File: src/rtl/qts_pkg.sv
// shared types and character constants for the quoted token splitter
`default_nettype none

package qts_pkg;

  typedef enum logic [1:0] {
    KIND_BYTE  = 2'd0,
    KIND_END   = 2'd1,
    KIND_OK    = 2'd2,
    KIND_UNBAL = 2'd3
  } kind_e;

  localparam logic [7:0] CH_NUL     = 8'h00;
  localparam logic [7:0] CH_NEWLINE = 8'h0a;
  localparam logic [7:0] CH_SPACE   = 8'h20;
  localparam logic [7:0] CH_DQUOTE  = 8'h22;
  localparam logic [7:0] CH_DOLLAR  = 8'h24;
  localparam logic [7:0] CH_SQUOTE  = 8'h27;
  localparam logic [7:0] CH_BSLASH  = 8'h5c;
  localparam logic [7:0] CH_BQUOTE  = 8'h60;
  localparam logic [7:0] CH_LOWER_N = 8'h6e;

  typedef struct packed {
    kind_e      kind;
    logic [7:0] data_byte;
    logic [7:0] token_count;
    logic       last;
  } result_t;

  typedef struct packed {
    logic       in_single_quote;
    logic       in_double_quote;
    logic       inside_token;
    logic       escape_pending;
    logic [7:0] tokens_done;
  } state_t;

  // up to two results caused by one item, in order
  typedef struct packed {
    result_t    r0;
    result_t    r1;
    logic [1:0] num;
  } pair_t;

endpackage

`default_nettype wire

File: src/rtl/qts_if.sv
// valid/ready channel interfaces for the input bytes and the results
`default_nettype none

interface qts_in_if;
  logic       valid;
  logic       ready;
  logic [7:0] ch;

  modport source (output valid, output ch, input ready);
  modport sink (input valid, input ch, output ready);
endinterface

interface qts_out_if;
  logic              valid;
  logic              ready;
  qts_pkg::kind_e    kind;
  logic [7:0]        data_byte;
  logic [7:0]        token_count;
  logic              last;

  modport source (output valid, output kind, output data_byte, output token_count,
                  output last, input ready);
  modport sink (input valid, input kind, input data_byte, input token_count,
                input last, output ready);
endinterface

`default_nettype wire

File: src/rtl/qts_decode.sv
// per-byte next-state and result logic of the token splitter
`default_nettype none

module qts_decode #(
  parameter int unsigned MaxTokens = 128
) (
  input  qts_pkg::state_t state_i,
  input  logic [7:0]      ch_i,
  output qts_pkg::state_t state_o,
  output qts_pkg::pair_t  pair_o
);

  function automatic qts_pkg::result_t mk_res(qts_pkg::kind_e k, logic [7:0] b,
                                              logic [7:0] c);
    qts_pkg::result_t r;
    r.kind        = k;
    r.data_byte   = b;
    r.token_count = c;
    r.last        = 1'b0;
    return r;
  endfunction

  logic       handled;
  logic       first_used;
  logic [1:0] num;
  qts_pkg::state_t  st;
  qts_pkg::result_t r0;
  qts_pkg::result_t r1;
  qts_pkg::result_t esc_res;
  logic             esc_put;
  logic             dq_special;

  assign dq_special = (ch_i == qts_pkg::CH_DQUOTE) || (ch_i == qts_pkg::CH_BSLASH) ||
                      (ch_i == qts_pkg::CH_DOLLAR) || (ch_i == qts_pkg::CH_BQUOTE) ||
                      (ch_i == qts_pkg::CH_NEWLINE);

  always_comb begin
    st         = state_i;
    handled    = 1'b0;
    esc_put    = 1'b0;
    esc_res    = mk_res(qts_pkg::KIND_BYTE, ch_i, state_i.tokens_done);
    first_used = 1'b0;
    num        = 2'd0;
    r0         = mk_res(qts_pkg::KIND_OK, qts_pkg::CH_NUL, state_i.tokens_done);
    r1         = r0;

    // escape resolution, at most one result
    if (state_i.escape_pending) begin
      st.escape_pending = 1'b0;
      if (state_i.in_double_quote) begin
        esc_put = 1'b1;
        if (dq_special) begin
          handled = 1'b1;
        end else if (ch_i == qts_pkg::CH_LOWER_N) begin
          esc_res.data_byte = qts_pkg::CH_NEWLINE;
          handled = 1'b1;
        end else begin
          esc_res.data_byte = qts_pkg::CH_BSLASH;
        end
      end else if (ch_i != qts_pkg::CH_NUL) begin
        esc_put = 1'b1;
        handled = 1'b1;
      end
    end

    if (esc_put) begin
      r0         = esc_res;
      first_used = 1'b1;
      num        = 2'd1;
    end

    if (!handled) begin
      if (ch_i == qts_pkg::CH_NUL) begin
        if (st.in_single_quote || st.in_double_quote) begin
          if (first_used) begin
            r1 = mk_res(qts_pkg::KIND_UNBAL, qts_pkg::CH_NUL, st.tokens_done);
          end else begin
            r0 = mk_res(qts_pkg::KIND_UNBAL, qts_pkg::CH_NUL, st.tokens_done);
          end
          num = num + 2'd1;
        end else begin
          // escape before end of line outside quotes emits nothing, so r0 is free here
          if (st.inside_token) begin
            if (st.tokens_done < 8'(MaxTokens)) begin
              st.tokens_done = st.tokens_done + 8'd1;
            end
            r0  = mk_res(qts_pkg::KIND_END, qts_pkg::CH_NUL, st.tokens_done);
            r1  = mk_res(qts_pkg::KIND_OK, qts_pkg::CH_NUL, st.tokens_done);
            num = 2'd2;
          end else begin
            r0  = mk_res(qts_pkg::KIND_OK, qts_pkg::CH_NUL, st.tokens_done);
            num = 2'd1;
          end
        end
        st = '0;
      end else if (ch_i == qts_pkg::CH_SQUOTE && !st.in_double_quote) begin
        st.in_single_quote = ~st.in_single_quote;
      end else if (ch_i == qts_pkg::CH_DQUOTE && !st.in_single_quote) begin
        st.in_double_quote = ~st.in_double_quote;
      end else if (ch_i == qts_pkg::CH_SPACE && !st.in_double_quote &&
                   !st.in_single_quote) begin
        if (st.inside_token) begin
          if (st.tokens_done < 8'(MaxTokens)) begin
            st.tokens_done = st.tokens_done + 8'd1;
          end
          r0              = mk_res(qts_pkg::KIND_END, qts_pkg::CH_NUL, st.tokens_done);
          num             = 2'd1;
          st.inside_token = 1'b0;
        end
      end else if (ch_i == qts_pkg::CH_BSLASH && !st.in_single_quote) begin
        st.escape_pending = 1'b1;
        st.inside_token   = 1'b1;
      end else begin
        if (first_used) begin
          r1 = mk_res(qts_pkg::KIND_BYTE, ch_i, st.tokens_done);
        end else begin
          r0 = mk_res(qts_pkg::KIND_BYTE, ch_i, st.tokens_done);
        end
        num             = num + 2'd1;
        st.inside_token = 1'b1;
      end
    end

    if (num == 2'd1) begin
      r0.last = 1'b1;
    end
    if (num == 2'd2) begin
      r1.last = 1'b1;
    end
  end

  assign state_o     = st;
  assign pair_o.r0   = r0;
  assign pair_o.r1   = r1;
  assign pair_o.num  = num;

endmodule

`default_nettype wire

File: src/rtl/qts_outbuf.sv
// two-slot result register that drains the results of one item in order
`default_nettype none

module qts_outbuf (
  input  logic              clk_i,
  input  logic              rst_ni,
  input  logic              load_i,
  input  qts_pkg::pair_t    pair_i,
  input  logic              out_ready_i,
  output logic              out_valid_o,
  output qts_pkg::result_t  out_res_o,
  output logic              in_ready_o
);

  logic [1:0]       cnt_q, cnt_d;
  qts_pkg::result_t slot0_q, slot0_d;
  qts_pkg::result_t slot1_q;
  logic             take;

  assign out_valid_o = (cnt_q != 2'd0);
  assign out_res_o   = slot0_q;
  assign take        = out_valid_o && out_ready_i;
  // free when empty or when the only waiting item leaves this cycle
  assign in_ready_o  = (cnt_q == 2'd0) || ((cnt_q == 2'd1) && out_ready_i);

  always_comb begin
    cnt_d   = cnt_q;
    slot0_d = slot0_q;
    if (load_i) begin
      cnt_d   = pair_i.num;
      slot0_d = pair_i.r0;
    end else if (take) begin
      cnt_d   = cnt_q - 2'd1;
      slot0_d = slot1_q;
    end
  end

  always_ff @(posedge clk_i or negedge rst_ni) begin
    if (!rst_ni) begin
      cnt_q <= 2'd0;
    end else begin
      cnt_q <= cnt_d;
    end
  end

  always_ff @(posedge clk_i) begin
    slot0_q <= slot0_d;
    if (load_i) begin
      slot1_q <= pair_i.r1;
    end
  end

  a_cnt_range: assert property (@(posedge clk_i) disable iff (!rst_ni)
    cnt_q != 2'd3)
    else $error("result count out of range");

  a_load_only_when_free: assert property (@(posedge clk_i) disable iff (!rst_ni)
    load_i |-> (cnt_q == 2'd0) || (cnt_q == 2'd1 && take))
    else $error("new item loaded over waiting results");

  a_pair_head_not_last: assert property (@(posedge clk_i) disable iff (!rst_ni)
    (cnt_q == 2'd2) |-> !slot0_q.last)
    else $error("first of two results flagged last");

endmodule

`default_nettype wire

File: src/rtl/quoted_token_splitter_core.sv
// top level of the quoted token splitter: flag state, decode and result buffer
// output: the first result of an item is offered the cycle after the item is accepted,
//   a second result of the same item the cycle after the first is taken
// throughput: one item per cycle while each item causes at most one result and the output is
//   ready; an item with two results holds the single result port, and so the input, until both are taken
// reset: asynchronous, clears quote, token and escape flags, the token count and the buffer
`default_nettype none

module quoted_token_splitter_core #(
  parameter int unsigned MaxTokens = 128
) (
  input  logic              clk_i,
  input  logic              rst_ni,
  qts_in_if.sink            in_i,
  qts_out_if.source         out_o
);

  qts_pkg::state_t  state_q, state_d;
  qts_pkg::pair_t   pair;
  qts_pkg::result_t out_res;
  logic             accept;
  logic             in_ready;

  assign accept     = in_i.valid && in_ready;
  assign in_i.ready = in_ready;

  qts_decode #(
    .MaxTokens (MaxTokens)
  ) u_decode (
    .state_i (state_q),
    .ch_i    (in_i.ch),
    .state_o (state_d),
    .pair_o  (pair)
  );

  always_ff @(posedge clk_i or negedge rst_ni) begin
    if (!rst_ni) begin
      state_q <= '0;
    end else if (accept) begin
      state_q <= state_d;
    end
  end

  qts_outbuf u_outbuf (
    .clk_i       (clk_i),
    .rst_ni      (rst_ni),
    .load_i      (accept),
    .pair_i      (pair),
    .out_ready_i (out_o.ready),
    .out_valid_o (out_o.valid),
    .out_res_o   (out_res),
    .in_ready_o  (in_ready)
  );

  assign out_o.kind        = out_res.kind;
  assign out_o.data_byte   = out_res.data_byte;
  assign out_o.token_count = out_res.token_count;
  assign out_o.last        = out_res.last;

  a_line_end_clears: assert property (@(posedge clk_i) disable iff (!rst_ni)
    (accept && in_i.ch == qts_pkg::CH_NUL) |=> (state_q == '0))
    else $error("state not cleared after end of line");

  a_line_result_last: assert property (@(posedge clk_i) disable iff (!rst_ni)
    (out_o.valid && (out_o.kind == qts_pkg::KIND_OK || out_o.kind == qts_pkg::KIND_UNBAL))
    |-> out_o.last)
    else $error("line result not last of its item");

  a_non_byte_zero: assert property (@(posedge clk_i) disable iff (!rst_ni)
    (out_o.valid && out_o.kind != qts_pkg::KIND_BYTE) |-> (out_o.data_byte == 8'd0))
    else $error("data byte set on a non-byte result");

  a_count_sat: assert property (@(posedge clk_i) disable iff (!rst_ni)
    state_q.tokens_done <= 8'(MaxTokens))
    else $error("token count beyond saturation");

endmodule

`default_nettype wire

File: src/flat_wrapper.sv
// flat-port wrapper written by rule: the top's interface ports become plain ports
module quoted_token_splitter_core_flat 
#(
  parameter int unsigned MaxTokens = 128
)
  (clk_i, rst_ni, in_i_valid, in_i_ch, in_i_ready, out_o_valid, out_o_kind, out_o_data_byte, out_o_token_count, out_o_last, out_o_ready);
  qts_in_if in_i_i ();
  qts_out_if out_o_i ();
  input  logic clk_i;
  input  logic rst_ni;
  input wire logic [$bits(in_i_i.valid)-1:0] in_i_valid;
  input wire logic [$bits(in_i_i.ch)-1:0] in_i_ch;
  output wire logic [$bits(in_i_i.ready)-1:0] in_i_ready;
  output wire logic [$bits(out_o_i.valid)-1:0] out_o_valid;
  output wire logic [$bits(out_o_i.kind)-1:0] out_o_kind;
  output wire logic [$bits(out_o_i.data_byte)-1:0] out_o_data_byte;
  output wire logic [$bits(out_o_i.token_count)-1:0] out_o_token_count;
  output wire logic [$bits(out_o_i.last)-1:0] out_o_last;
  input wire logic [$bits(out_o_i.ready)-1:0] out_o_ready;
  assign in_i_i.valid = in_i_valid;
  assign in_i_i.ch = in_i_ch;
  assign in_i_ready = in_i_i.ready;
  assign out_o_valid = out_o_i.valid;
  assign out_o_kind = out_o_i.kind;
  assign out_o_data_byte = out_o_i.data_byte;
  assign out_o_token_count = out_o_i.token_count;
  assign out_o_last = out_o_i.last;
  assign out_o_i.ready = out_o_ready;
  quoted_token_splitter_core #(.MaxTokens(MaxTokens)) u_core (.clk_i(clk_i), .rst_ni(rst_ni), .in_i(in_i_i), .out_o(out_o_i));
endmodule
File: config.mk
export PLATFORM = sky130hd
export DESIGN_NAME = quoted_token_splitter_core_flat
export DESIGN_NICKNAME = d
export VERILOG_FILES = /design/src/rtl/qts_pkg.sv /design/src/rtl/qts_if.sv /design/src/rtl/qts_decode.sv /design/src/rtl/qts_outbuf.sv /design/src/rtl/quoted_token_splitter_core.sv /design/src/flat_wrapper.sv
export SDC_FILE = /design/constraint.sdc
export NUM_CORES = 1
export LEC_CHECK = 0
export BUFFER_PORTS_ARGS = -buffer_cell sky130_fd_sc_hd__clkbuf_2
export CORE_ASPECT_RATIO = 0.5
export CORE_UTILIZATION = 35
export DETAILED_ROUTE_END_ITERATION = 8
export GPL_TIMING_DRIVEN = 0
export SLEW_MARGIN = 10
export SYNTH_ARGS = -nofsm -noshare
export SYNTH_HDL_FRONTEND = slang
export SYNTH_SLANG_ARGS = --single-unit
File: constraint.sdc
create_clock -name clk_i -period 3.33 [get_ports clk_i]
set_clock_uncertainty 0.05 [all_clocks]
set_input_delay 0 -clock clk_i [delete_from_list [all_inputs] [get_ports clk_i]]
set_output_delay 0 -clock clk_i [all_outputs]
set_load 0.05 [all_outputs]
==> out/results.tsv <==
metric	value	unit
htreeDepth	2	
gr-total-overflow	0	
avgSynthCellArea	9.60	um2
status	finished, final reports clean	
p_total	0.00227	W
crit_path_start_kind	primary input	
drive_gt1_share	14.6	%
track_usage	18.6	%
antenna_left	0	
yosysSeqAreaShare	47.1	%
drc	0	
via_count	2728	
hold_violations	0	
clockBufferDepth	2	
hp-class	primary input to flip-flop	
syn_to_final_growth	15.3	%
drv_cap	0	
worstPathRequired	3330	ps
timing.final.crit_share	91.1	%
core	8740	um2
synthArstFlopShare	26.9	%
netlist.area_leader.share	36.0	%
crit_chain	dlygate4sd3_1 > buf_6 > or4_4 > buf_6 > or2_1 > o21ai_4 > inv_1 > ha_1 > nand2_1 > a21oi_1 > a2111oi_0 > nor2_1	
path_buf_inv	4	
fmax	330	MHz
grt_max_degree	29	
path_delay_family	buffers and inverters	
fin_cells	487	
antenna_found_initial	0	
clkLatencyLatePin	300	ps
grt_pass1_vias	2518	
netlist_area	3170	um2
cts_tree	done	
rows	24	
synth_top_cell_by_area	edfxtp_1	
clk_pin_slew	70	ps
nFillCells	844	
p_leak	1.38	nW
min_period	3030	ps
syn_inst	330	
nets	386	
gp_congestion	0.875	
worst_path_largest_cell_delay	560	ps
synth_edf_count	38	
worst_ep_arrival_time	3030	ps
crit_fanout	10	
cpMaxStageDelayCell	dlygate4sd3_1	
hpwl	5.75	mm
port_buffers	30	
slew_viol_final	0	
crit_path_frequent_cell	buf_6	
ys.flop_type	edfxtp_1	
end_kind	flip-flop	
cts_sinks	52	
io_pins	33	
wl_per_cell	17.1	um
antenna_cells	0	
hold_ws	86.6	ps
grt_pass1_wl	13.5	mm
synth_area_leaders	edfxtp_1 (36%), dfrtp_1 (11%), nand2_1 (4.3%)	
initial_core_util	36.3	%
critical_path.startpoint	in_i_ch[1]	
min_from	in_i_ch[3]	
relSlewSlack	42.0	%
final-setup-viol-count	0	
ir_drop	0.301	mV
die_h	69.3	um
ys_types	62	
path_class	primary input to flip-flop	
dpl.cell_count	477	
numCtsBuffers	5	
rsz0062_at_grt	no	
finalWirelength	8.34	mm
via_per_inst	5.60	
r2r_start	u_core.state_q[10]	
die_w	137	um
synth_nets	347	
yosysWarnings	0	
tightest_slew	858	ps
cts_root_buf	clkbuf_16	
final.setup.tns	0	ps
power.density	620	nW/um2
drt_first_pass_iters	5	
drt_first_iter_violations	337	
synth_seq_cells	52	
dieArea	9460	um2
## flip-flops by register name, summed over array words and instances (netlist names)
register,flops
u_core.u_outbuf.out_res_o,19
u_core.state_q,12
u_core.u_outbuf.slot1_q,19
u_core.u_outbuf.cnt_q,2
## per-layer routing
layer	global-route usage, %	share of wire [%]
met4	5.68	1.2
met2	26.7	43
met3	3.29	6.5
met5	0	0
met1	28.1	49
## layout by cell type (no fill, tap or decap), types with 8 or more instances in the layout
cell / synthesis / layout
nand2_1: 36 / 36
clkbuf_2: 0 / 31
nand3_1: 10 / 10
nor2_1: 22 / 22
clkbuf_1: 21 / 20
dfrtp_1: 14 / 14
o21ai_0: 25 / 25
edfxtp_1: 38 / 38
a21oi_1: 15 / 15
inv_1: 11 / 11
xnor2_1: 8 / 8
## cell type report
class                      instances  area (um2)  share of cell area [%]
tap                              117         146                    4.01
timing repair buffer              32         170                    4.66
inverter                          11        41.3                    1.13
sequential                        52        1490                    40.8
buffer                            27         128                    3.49
clock buffer                       5         125                    3.42
clock inverter                     3        37.5                    1.03
multi-input combinational        240        1510                    41.4
## Yosys cell counts (all sizes together), types with 8 or more instances
master   n
o21ai   28
xnor2    8
a21oi   16
inv     11
nor2    22
edfxtp  38
clkbuf  21
nand2   36
dfrtp   14
nand3   10
## timing repair
item	in CTS	in global routing
buffers inserted	0	0
endpoints found under the setup margin	0	5
hold endpoints to repair	15	0
hold buffers	2	0
resized for setup	0	1
## path summary, 6_finish.rpt
kind	depth (start not counted)	slack (ps)	to
worst min-delay path	2	90	u_core.u_outbuf.slot1_q[12]
worst max-delay path	12	300	u_core.u_outbuf.out_res_o[0]
min in group asynchronous	2	100	u_core.state_q[10]
worst min register to register	1	480	u_core.u_outbuf.cnt_q[1]
worst max register to register	7	390	u_core.u_outbuf.out_res_o[7]
max in group asynchronous	2	2840	u_core.state_q[4]
## power by group
part,leakage [nW],internal (W),switching [W],total [W]
registers,0.540,0.000870,0.0000377,0.000908
logic,0.762,0.000175,0.000597,0.000772
clock network,0.0789,0.000350,0.000235,0.000585
## stage by stage
step | area, um2 | utilization, % | setup WS (ps)
floorplan | 3170 | - | 608
global placement | 3460 | 39.6 | 174
detailed placement | 3470 | 39.7 | 199
CTS | 3650 | 41.8 | 190
global route | 3650 | 41.8 | 127
finish | 3650 | 41.8 | 296
## worst reg2reg max path: stages (launching register included)
cell and delay (ps):
dfrtp_1 450, clkbuf_1 260, or3b_1 530, nor3b_1 700, nand2_1 150, xnor2_1 150
a221oi_1 250, a21oi_1 130
## kinds of logic after synthesis
| kind of cell | synth area share (%) |
|---|---|
| flip-flops | 47.1 |
| buffers and inverters | 5.29 |
| XOR/XNOR | 3.04 |
| AO/OA/AOI/OAI | 17.9 |
| adder cells (fa/ha/maj) | 1.97 |
| AND/OR/NAND/NOR | 23.3 |
| multiplexers | 1.42 |
(Power assumes the default switching activity.)
